===== config.mk =====
export PLATFORM = sky130hd
export DESIGN_NAME = sha1_message_digest_top
export DESIGN_NICKNAME = d
export VERILOG_FILES = /design/src/sha1md_pkg.sv /design/src/sha1md_ctrl.sv /design/src/sha1md_datapath.sv /design/src/sha1_message_digest_top.sv
export SDC_FILE = /design/constraint.sdc
export NUM_CORES = 2
export LEC_CHECK = 0
export ABC_AREA = 0
export BUFFER_PORTS_ARGS = -buffer_cell sky130_fd_sc_hd__buf_2
export CAP_MARGIN = 20
export CORE_MARGIN = 2
export CORE_UTILIZATION = 65
export CTS_BUF_LIST = sky130_fd_sc_hd__clkbuf_8 sky130_fd_sc_hd__clkbuf_16
export DETAILED_ROUTE_END_ITERATION = 10
export GPL_ROUTABILITY_DRIVEN = 0
export PLACE_DENSITY_LB_ADDON = 0.05
export SKIP_LAST_GASP = 1
export SLEW_MARGIN = 25
export SYNTH_ARGS = -nofsm -noshare
export SYNTH_HDL_FRONTEND = slang
export SYNTH_SLANG_ARGS = --single-unit

===== constraint.sdc =====
create_clock -name clk -period 30.9 [get_ports clk]
set_input_delay 4.635 -clock clk [delete_from_list [all_inputs] [get_ports clk]]
set_output_delay 4.635 -clock clk [all_outputs]
set_load 0.01 [all_outputs]

===== src/sha1md_pkg.sv =====
// ----------------------------------------------------------------------------
// SHA-1 message digest package
// Shared types, round constants and controller/datapath interface records.
// ----------------------------------------------------------------------------
`timescale 1ns / 1ps
`default_nettype none

package sha1md_pkg;

    // Round constants, one per group of twenty rounds.
    localparam logic [31:0] K0 = 32'h5A827999;
    localparam logic [31:0] K1 = 32'h6ED9EBA1;
    localparam logic [31:0] K2 = 32'h8F1BBCDC;
    localparam logic [31:0] K3 = 32'hCA62C1D6;

    // Initial chaining values.
    localparam logic [31:0] H0_INIT = 32'h67452301;
    localparam logic [31:0] H1_INIT = 32'hEFCDAB89;
    localparam logic [31:0] H2_INIT = 32'h98BADCFE;
    localparam logic [31:0] H3_INIT = 32'h10325476;
    localparam logic [31:0] H4_INIT = 32'hC3D2E1F0;

    localparam logic [7:0]  PAD_BYTE    = 8'h80;
    localparam logic [6:0]  LAST_ROUND  = 7'd79;
    localparam logic [2:0]  LAST_DIGEST = 3'd4;
    localparam logic [3:0]  LEN_HI_SLOT = 4'd14;
    localparam logic [2:0]  FULL_BYTES  = 3'd4;

    typedef struct packed {
        logic [31:0] data_word;
        logic [2:0]  valid_bytes;
        logic        last_word;
    } item_t;

    typedef struct packed {
        logic [31:0] digest_word;
        logic        digest_last;
    } digest_t;

    typedef enum logic [2:0] {
        ST_IDLE,
        ST_FILL,
        ST_ROUND,
        ST_ADD,
        ST_EMIT
    } ctrl_state_t;

    // Source of the word written into the block buffer.
    typedef enum logic [2:0] {
        SEL_ITEM,
        SEL_PAD,
        SEL_ZERO,
        SEL_LEN_HI,
        SEL_LEN_LO
    } push_sel_t;

    typedef struct packed {
        logic      accept;     // input word taken this cycle
        logic      push;       // write a word into the block buffer
        push_sel_t push_sel;
        logic      load_work;  // copy chaining words into working words
        logic      round;      // run one round
        logic [6:0] round_idx;
        logic      add;        // fold working words into chaining words
        logic      emit;       // present one digest word
        logic [2:0] emit_idx;
        logic      restart;    // return to the initial message state
    } ctrl_cmd_t;

    typedef struct packed {
        logic [3:0] slot;       // next free slot in the block buffer
        logic       item_last;  // input word is the final one
        logic       last_full;  // final input word carries four bytes
    } dp_status_t;

endpackage

`default_nettype wire


===== src/sha1md_ctrl.sv =====
// ----------------------------------------------------------------------------
// SHA-1 controller
// Sequences buffer writes, padding, the 80 rounds and the digest output.
// ----------------------------------------------------------------------------
`timescale 1ns / 1ps
`default_nettype none

module sha1md_ctrl (
    input  wire                     clk,
    input  wire                     rst_n,
    input  wire                     start,
    input  sha1md_pkg::dp_status_t  status,
    output sha1md_pkg::ctrl_cmd_t   cmd,
    output logic                    busy
);

    sha1md_pkg::ctrl_state_t state_reg, state_next;
    logic [6:0] round_reg, round_next;
    logic [2:0] emit_reg, emit_next;
    logic       finish_reg, finish_next;
    logic       pad_reg, pad_next;
    logic       lenhi_reg, lenhi_next;
    logic       final_reg, final_next;

    always_ff @(posedge clk or negedge rst_n)
    begin
        if (!rst_n)
        begin
            state_reg  <= sha1md_pkg::ST_IDLE;
            round_reg  <= '0;
            emit_reg   <= '0;
            finish_reg <= 1'b0;
            pad_reg    <= 1'b0;
            lenhi_reg  <= 1'b0;
            final_reg  <= 1'b0;
        end
        else
        begin
            state_reg  <= state_next;
            round_reg  <= round_next;
            emit_reg   <= emit_next;
            finish_reg <= finish_next;
            pad_reg    <= pad_next;
            lenhi_reg  <= lenhi_next;
            final_reg  <= final_next;
        end
    end

    always_comb
    begin
        state_next  = state_reg;
        round_next  = round_reg;
        emit_next   = emit_reg;
        finish_next = finish_reg;
        pad_next    = pad_reg;
        lenhi_next  = lenhi_reg;
        final_next  = final_reg;

        cmd           = '0;
        cmd.push_sel  = sha1md_pkg::SEL_ITEM;
        cmd.round_idx = round_reg;
        cmd.emit_idx  = emit_reg;

        busy = (state_reg != sha1md_pkg::ST_IDLE);

        case (state_reg)
            sha1md_pkg::ST_IDLE:
            begin
                if (start)
                begin
                    cmd.accept   = 1'b1;
                    cmd.push     = 1'b1;
                    cmd.push_sel = sha1md_pkg::SEL_ITEM;
                    if (status.item_last)
                    begin
                        finish_next = 1'b1;
                        pad_next    = status.last_full;
                    end
                    if (status.slot == 4'hF)
                    begin
                        cmd.load_work = 1'b1;
                        round_next    = '0;
                        state_next    = sha1md_pkg::ST_ROUND;
                    end
                    else if (status.item_last)
                    begin
                        state_next = sha1md_pkg::ST_FILL;
                    end
                end
            end

            sha1md_pkg::ST_FILL:
            begin
                cmd.push = 1'b1;
                if (pad_reg)
                begin
                    cmd.push_sel = sha1md_pkg::SEL_PAD;
                    pad_next     = 1'b0;
                end
                else if (status.slot == sha1md_pkg::LEN_HI_SLOT)
                begin
                    cmd.push_sel = sha1md_pkg::SEL_LEN_HI;
                    lenhi_next   = 1'b1;
                end
                else if (lenhi_reg)
                begin
                    cmd.push_sel = sha1md_pkg::SEL_LEN_LO;
                    final_next   = 1'b1;
                end
                else
                begin
                    cmd.push_sel = sha1md_pkg::SEL_ZERO;
                end
                if (status.slot == 4'hF)
                begin
                    cmd.load_work = 1'b1;
                    round_next    = '0;
                    state_next    = sha1md_pkg::ST_ROUND;
                end
            end

            sha1md_pkg::ST_ROUND:
            begin
                cmd.round = 1'b1;
                if (round_reg == sha1md_pkg::LAST_ROUND)
                begin
                    round_next = '0;
                    state_next = sha1md_pkg::ST_ADD;
                end
                else
                begin
                    round_next = round_reg + 7'd1;
                end
            end

            sha1md_pkg::ST_ADD:
            begin
                cmd.add = 1'b1;
                if (final_reg)
                begin
                    emit_next  = '0;
                    state_next = sha1md_pkg::ST_EMIT;
                end
                else if (finish_reg)
                begin
                    state_next = sha1md_pkg::ST_FILL;
                end
                else
                begin
                    state_next = sha1md_pkg::ST_IDLE;
                end
            end

            sha1md_pkg::ST_EMIT:
            begin
                cmd.emit = 1'b1;
                if (emit_reg == sha1md_pkg::LAST_DIGEST)
                begin
                    cmd.restart = 1'b1;
                    emit_next   = '0;
                    finish_next = 1'b0;
                    pad_next    = 1'b0;
                    lenhi_next  = 1'b0;
                    final_next  = 1'b0;
                    state_next  = sha1md_pkg::ST_IDLE;
                end
                else
                begin
                    emit_next = emit_reg + 3'd1;
                end
            end

            default:
            begin
                state_next = sha1md_pkg::ST_IDLE;
            end
        endcase
    end

endmodule

`default_nettype wire


===== src/sha1md_datapath.sv =====
// ----------------------------------------------------------------------------
// SHA-1 datapath
// Block buffer with message schedule, round logic, chaining words and length.
// ----------------------------------------------------------------------------
`timescale 1ns / 1ps
`default_nettype none

module sha1md_datapath (
    input  wire                     clk,
    input  wire                     rst_n,
    input  sha1md_pkg::item_t       item,
    input  sha1md_pkg::ctrl_cmd_t   cmd,
    output sha1md_pkg::dp_status_t  status,
    output sha1md_pkg::digest_t     digest,
    output logic                    digest_strobe
);

    logic [31:0] window_reg [16];
    logic [31:0] chain_reg  [5];
    logic [31:0] work_reg   [5];
    logic [63:0] length_reg;
    logic [3:0]  slot_reg;
    sha1md_pkg::digest_t out_reg;
    logic        strobe_reg;

    logic [2:0]  nb_sat;
    logic [31:0] item_word;
    logic [31:0] push_word;
    logic [31:0] sched_next;
    logic [31:0] f_val;
    logic [31:0] k_val;
    logic [31:0] temp;
    logic [31:0] init_val [5];

    assign init_val[0] = sha1md_pkg::H0_INIT;
    assign init_val[1] = sha1md_pkg::H1_INIT;
    assign init_val[2] = sha1md_pkg::H2_INIT;
    assign init_val[3] = sha1md_pkg::H3_INIT;
    assign init_val[4] = sha1md_pkg::H4_INIT;

    assign nb_sat = (item.valid_bytes > sha1md_pkg::FULL_BYTES) ?
                    sha1md_pkg::FULL_BYTES : item.valid_bytes;

    assign status.slot      = slot_reg;
    assign status.item_last = item.last_word;
    assign status.last_full = (nb_sat == sha1md_pkg::FULL_BYTES);

    // A short final word keeps its valid bytes and takes the pad byte next.
    always_comb
    begin
        if (!item.last_word)
        begin
            item_word = item.data_word;
        end
        else
        begin
            case (nb_sat)
                3'd0: item_word = {sha1md_pkg::PAD_BYTE, 24'h0};
                3'd1: item_word = {item.data_word[31:24], sha1md_pkg::PAD_BYTE, 16'h0};
                3'd2: item_word = {item.data_word[31:16], sha1md_pkg::PAD_BYTE, 8'h0};
                3'd3: item_word = {item.data_word[31:8], sha1md_pkg::PAD_BYTE};
                default: item_word = item.data_word;
            endcase
        end
    end

    always_comb
    begin
        case (cmd.push_sel)
            sha1md_pkg::SEL_ITEM:   push_word = item_word;
            sha1md_pkg::SEL_PAD:    push_word = {sha1md_pkg::PAD_BYTE, 24'h0};
            sha1md_pkg::SEL_LEN_HI: push_word = length_reg[63:32];
            sha1md_pkg::SEL_LEN_LO: push_word = length_reg[31:0];
            default:                push_word = 32'h0;
        endcase
    end

    // The oldest buffered word is the current schedule word; each round
    // shifts in the schedule word sixteen rounds ahead.
    logic [31:0] sched_mix;
    assign sched_mix  = window_reg[13] ^ window_reg[8] ^ window_reg[2] ^ window_reg[0];
    assign sched_next = {sched_mix[30:0], sched_mix[31]};

    always_comb
    begin
        if (cmd.round_idx < 7'd20)
        begin
            f_val = (work_reg[1] & work_reg[2]) | (~work_reg[1] & work_reg[3]);
            k_val = sha1md_pkg::K0;
        end
        else if (cmd.round_idx < 7'd40)
        begin
            f_val = work_reg[1] ^ work_reg[2] ^ work_reg[3];
            k_val = sha1md_pkg::K1;
        end
        else if (cmd.round_idx < 7'd60)
        begin
            f_val = (work_reg[1] & work_reg[2]) | (work_reg[1] & work_reg[3]) |
                    (work_reg[2] & work_reg[3]);
            k_val = sha1md_pkg::K2;
        end
        else
        begin
            f_val = work_reg[1] ^ work_reg[2] ^ work_reg[3];
            k_val = sha1md_pkg::K3;
        end
    end

    assign temp = {work_reg[0][26:0], work_reg[0][31:27]} + f_val + work_reg[4] +
                  window_reg[0] + k_val;

    always_ff @(posedge clk)
    begin
        if (cmd.push || cmd.round)
        begin
            for (int i = 0; i < 15; i++)
            begin
                window_reg[i] <= window_reg[i + 1];
            end
            window_reg[15] <= cmd.push ? push_word : sched_next;
        end
        if (cmd.emit)
        begin
            out_reg.digest_word <= chain_reg[cmd.emit_idx];
            out_reg.digest_last <= (cmd.emit_idx == sha1md_pkg::LAST_DIGEST);
        end
    end

    always_ff @(posedge clk or negedge rst_n)
    begin
        if (!rst_n)
        begin
            for (int i = 0; i < 5; i++)
            begin
                chain_reg[i] <= init_val[i];
                work_reg[i]  <= '0;
            end
            length_reg <= '0;
            slot_reg   <= '0;
            strobe_reg <= 1'b0;
        end
        else
        begin
            strobe_reg <= cmd.emit;
            if (cmd.accept)
            begin
                if (item.last_word)
                begin
                    length_reg <= length_reg + {58'h0, nb_sat, 3'b000};
                end
                else
                begin
                    length_reg <= length_reg + 64'd32;
                end
            end
            if (cmd.push)
            begin
                slot_reg <= slot_reg + 4'd1;
            end
            if (cmd.load_work)
            begin
                for (int i = 0; i < 5; i++)
                begin
                    work_reg[i] <= chain_reg[i];
                end
            end
            else if (cmd.round)
            begin
                work_reg[4] <= work_reg[3];
                work_reg[3] <= work_reg[2];
                work_reg[2] <= {work_reg[1][1:0], work_reg[1][31:2]};
                work_reg[1] <= work_reg[0];
                work_reg[0] <= temp;
            end
            if (cmd.add)
            begin
                for (int i = 0; i < 5; i++)
                begin
                    chain_reg[i] <= chain_reg[i] + work_reg[i];
                end
            end
            else if (cmd.restart)
            begin
                for (int i = 0; i < 5; i++)
                begin
                    chain_reg[i] <= init_val[i];
                end
                length_reg <= '0;
                slot_reg   <= '0;
            end
        end
    end

    assign digest        = out_reg;
    assign digest_strobe = strobe_reg;

endmodule

`default_nettype wire


===== src/sha1_message_digest_top.sv =====
// ----------------------------------------------------------------------------
// SHA-1 message digest top level
// Streams a message in 32-bit words and returns the 160-bit digest.
// ----------------------------------------------------------------------------
// A message arrives as big-endian words, first byte in bits 31 to 24. A word
// is taken on a rising edge where start is high and busy is low. Only the word
// marked last_word may be partial; its valid_bytes gives the count of leading
// bytes (values above four count as four, and zero is allowed, so an empty
// message is one last word with no bytes). A word that does not fill the
// block buffer leaves busy low unless it is the last word. The word that
// fills the sixteenth slot starts a compression: 80 rounds, one per cycle
// in the shared round unit, then an add into the chaining words, with busy
// high throughout. After the last word the controller writes any pad word,
// zero fill and 64-bit length one word per cycle outside compressions,
// running one or two final compressions, then presents the digest as five
// back-to-back words, H0 first, with digest_last high on the fifth. Each
// digest word is on the digest port for exactly one cycle while digest_strobe
// is high, and the receiver cannot stall it, so it must capture every strobed
// word. Once the digest is out the block is ready for a new message.
// ----------------------------------------------------------------------------
`timescale 1ns / 1ps
`default_nettype none

module sha1_message_digest_top (
    input  wire                  clk,
    input  wire                  rst_n,
    input  wire                  start,
    input  sha1md_pkg::item_t    item,
    output logic                 busy,
    output sha1md_pkg::digest_t  digest,
    output logic                 digest_strobe
);

    // The controller issues commands and holds sequencing flags; the data lives
    // in the datapath, which reports the buffer slot and the kind of input word.
    sha1md_pkg::ctrl_cmd_t  cmd;
    sha1md_pkg::dp_status_t status;

    sha1md_ctrl u_ctrl (
        .clk    (clk),
        .rst_n  (rst_n),
        .start  (start),
        .status (status),
        .cmd    (cmd),
        .busy   (busy)
    );

    sha1md_datapath u_datapath (
        .clk           (clk),
        .rst_n         (rst_n),
        .item          (item),
        .cmd           (cmd),
        .status        (status),
        .digest        (digest),
        .digest_strobe (digest_strobe)
    );

endmodule

`default_nettype wire


==> results.sh <==
export IMPL_status="completed"
export IMPL_drc=0
export IMPL_startpoint_type="primary input"
export IMPL_hold_path_class="flop to flop"
export IMPL_register_area_sq_mm=0.0266
export IMPL_finalCritPeriodShare=0.230
export IMPL_synth_seq_cells=948
export IMPL_postPlaceCellArea_sq_mm=0.0498
export IMPL_postCtsSetupRepairBufs=0
export IMPL_synth_cells=4142
export IMPL_die_area_sq_mm=0.0767
export IMPL_finalCriticalPeriod_ns=7.12
export IMPL_synth_cell_types=89
export IMPL_nets=4592
export IMPL_drv_slew=0
export IMPL_grt_util_all_layers=0.326
export IMPL_root_buffer="clkbuf_16"
export IMPL_critical_path_required_ns=31.49
export IMPL_cts_tree="done"
export IMPL_clkTransAtPathRegs_ns=0.06
export IMPL_multi_input_comb_area_sq_mm=0.0204
export IMPL_ff2ff_path_depth=26
export IMPL_wire_per_inst_um=23.6
export IMPL_start_util=0.654
export IMPL_cts_resized=0
export IMPL_cts_sinks=948
export IMPL_hold_viol=0
export IMPL_drtIter0Drc=3857
export IMPL_finalSetupViolations=0
export IMPL_largest_reg_flops=512
export IMPL_worstSetupEndpoint="u_datapath.length_reg[63]"
export IMPL_ctsHoldBuffers=0
export IMPL_antenna_cells=0
export IMPL_postSynth_asyncResetShare=0.425
export IMPL_finalClockSkew_ns=0.0427
export IMPL_postLayoutCellArea_sq_mm=0.0532
export IMPL_critical_path_class="primary input to flop"
export IMPL_core_sq_mm=0.0741
export IMPL_htree_levels=3
export IMPL_dpl_hpwl_mm=83.3
export IMPL_clk_latency_ns=0.68
export IMPL_portBuffers=73
export IMPL_firstDrtPassIters=7
export IMPL_crit_fanout=8
export IMPL_io_pins=74
export IMPL_grt_setup_unrepaired="false"
export IMPL_slew_headroom=0.112
export IMPL_synth_nets=4535
export IMPL_final_cells=5251
export IMPL_netlist_area_sq_mm=0.0484
export IMPL_hold_slack_ns=0.410
export IMPL_n_fill_cell=5149
export IMPL_tightest_slew_ns=1.30
export IMPL_die_x_um=277
export IMPL_cp_arrival_ns=7.70
export IMPL_dp_cells=5066
export IMPL_synth_edf_count=545
export IMPL_syn_to_final_growth_pct=9.93
export IMPL_drive_gt1_frac=0.0967
export IMPL_r2r_start="u_ctrl.round_reg[4]"
export IMPL_maxCapViolations=0
export IMPL_grt_max_degree=218
export IMPL_end_kind="flop"
export IMPL_drt_wl_total_mm=124
export IMPL_ant_nets=0
export IMPL_r2r_end="u_datapath.work_reg[157]"
export IMPL_cts_made_buffers=98
export IMPL_rrSetupSlack_ns=23.79
export IMPL_ys_seq_area_frac=0.548
export IMPL_vias_per_cell=6.34
export IMPL_fmax_mhz=140
export IMPL_vias=33300
export IMPL_ys_warn_count=0
export IMPL_syn_mean_instance_area_sq_um=11.7
export IMPL_die_y_um=277
export IMPL_grt_pass1_wl_mm=191
export IMPL_tns_ns=0
export IMPL_grt_overflow_total=0
export IMPL_synth_ff_type="edfxtp_1"
export IMPL_grt_pass1_vias=32300
export IMPL_grt_antenna_before_repair=0
export IMPL_rows=100
export IMPL_critPathLaunch="item[1]"
export IMPL_clk_path_buf_depth=3
cell type report:
cell class	count	share of cell area
clock buffer	109	0.0491
sequential	948	0.499
inverter	241	0.0170
multi-input combinational	2796	0.384
tap	969	0.0228
timing repair buffer	114	0.0140
clock inverter	74	0.0144
synth_stat cells, drive strengths merged, types with 7 or more instances:
| master | number | area, sq um |
|---|---|---|
| edfxtp | 545 | 16400 |
| nand2 | 453 | 1700 |
| dfrtp | 323 | 8080 |
| o21ai | 280 | 1400 |
| nor2 | 250 | 943 |
| inv | 239 | 897 |
| ha | 229 | 2870 |
| a21oi | 220 | 1100 |
| xnor2 | 181 | 1590 |
| a22oi | 154 | 1160 |
| clkbuf | 141 | 529 |
| xor2 | 130 | 1140 |
| fa | 125 | 2500 |
| a21o | 97 | 728 |
| nand3 | 85 | 440 |
| dfstp | 80 | 2100 |
| nor3 | 69 | 367 |
| nor2b | 53 | 332 |
| o22ai | 35 | 219 |
| mux4 | 32 | 721 |
| nand2b | 31 | 196 |
| and3 | 29 | 181 |
| a222oi | 28 | 280 |
| o21bai | 27 | 203 |
| o21a | 26 | 196 |
| or3 | 26 | 163 |
| a211oi | 24 | 180 |
| o32ai | 21 | 184 |
| a31oi | 19 | 119 |
| buf | 16 | 63.8 |
| nand4 | 16 | 106 |
| o211ai | 14 | 105 |
| o31ai | 12 | 90.1 |
| mux2i | 10 | 100 |
| and2 | 8 | 50.1 |
| a211o | 7 | 61.3 |
| a221o | 7 | 70.1 |
| and4 | 7 | 61.3 |
| nor3b | 7 | 63.8 |
| o221ai | 7 | 67.6 |
| o32a | 7 | 70.1 |
layer usage:
metal | vias to the layer above | GRT usage | share of wire
li1 | 15100 | - | -
met1 | 16400 | 0.475 | 0.42
met2 | 1505 | 0.488 | 0.45
met3 | 270 | 0.0563 | 0.085
met4 | 0 | 0.141 | 0.044
met5 | - | 0 | 0
critical path, stage by stage:
cell and delay, ns:
buf_2 0.12, nor2b_1 0.16, ha_1 0.20, fa_1 0.21, a21oi_1 0.08, o22ai_1 0.18, nor2b_1 0.56, nor3b_4 0.43
nand3_2 0.20, nor3_4 0.26, nand2b_2 0.15, or3_1 0.36, a21oi_1 0.16
layout by cell type, fill, tap and decap left out, drive strengths merged, types with 130 or more instances in the layout:
cell type and instances:
o21ai 280, nor2 250, edfxtp 545, a21oi 220, ha 229, nand2 453
xor2 130, inv 256, dfrtp 323, a22oi 154, xnor2 181
worst min path at each step:
stage,from,endpoint,slack (ns),cells after the start
after floorplan,u_datapath.window_reg[0][32],u_datapath.window_reg[0][0],0.40,0
after global placement,u_datapath.window_reg[0][201],u_datapath.window_reg[0][169],0.40,0
after detailed placement,u_datapath.window_reg[0][32],u_datapath.window_reg[0][0],0.40,0
after CTS,u_datapath.window_reg[0][98],u_datapath.window_reg[0][66],0.40,0
after global routing,u_datapath.window_reg[0][98],u_datapath.window_reg[0][66],0.40,0
final,u_datapath.window_reg[0][98],u_datapath.window_reg[0][66],0.41,0
stage by stage:
| step | util | setup WS (ns) |
|---|---|---|
| 3_5_place_dp | 0.672 | 23.15 |
| 6_report | 0.719 | 23.78 |
| 3_3_place_gp | 0.672 | 23.29 |
| 4_1_cts | 0.718 | 23.83 |
| 5_1_grt | 0.719 | 23.41 |
| 2_1_floorplan | - | 9.93 |
cells by family after synthesis:
logic type / Yosys count / share of synthesized area
mux: 43 / 0.0172
buf+inv: 398 / 0.0309
compound gates: 1035 / 0.138
fa+ha+maj: 354 / 0.111
simple gates: 1053 / 0.0984
flops: 948 / 0.548
xor+xnor: 311 / 0.0562
Power is left out: the tool's default activity adds up to more than one toggle a clock period on the data nets, which glitch-free logic cannot reach.
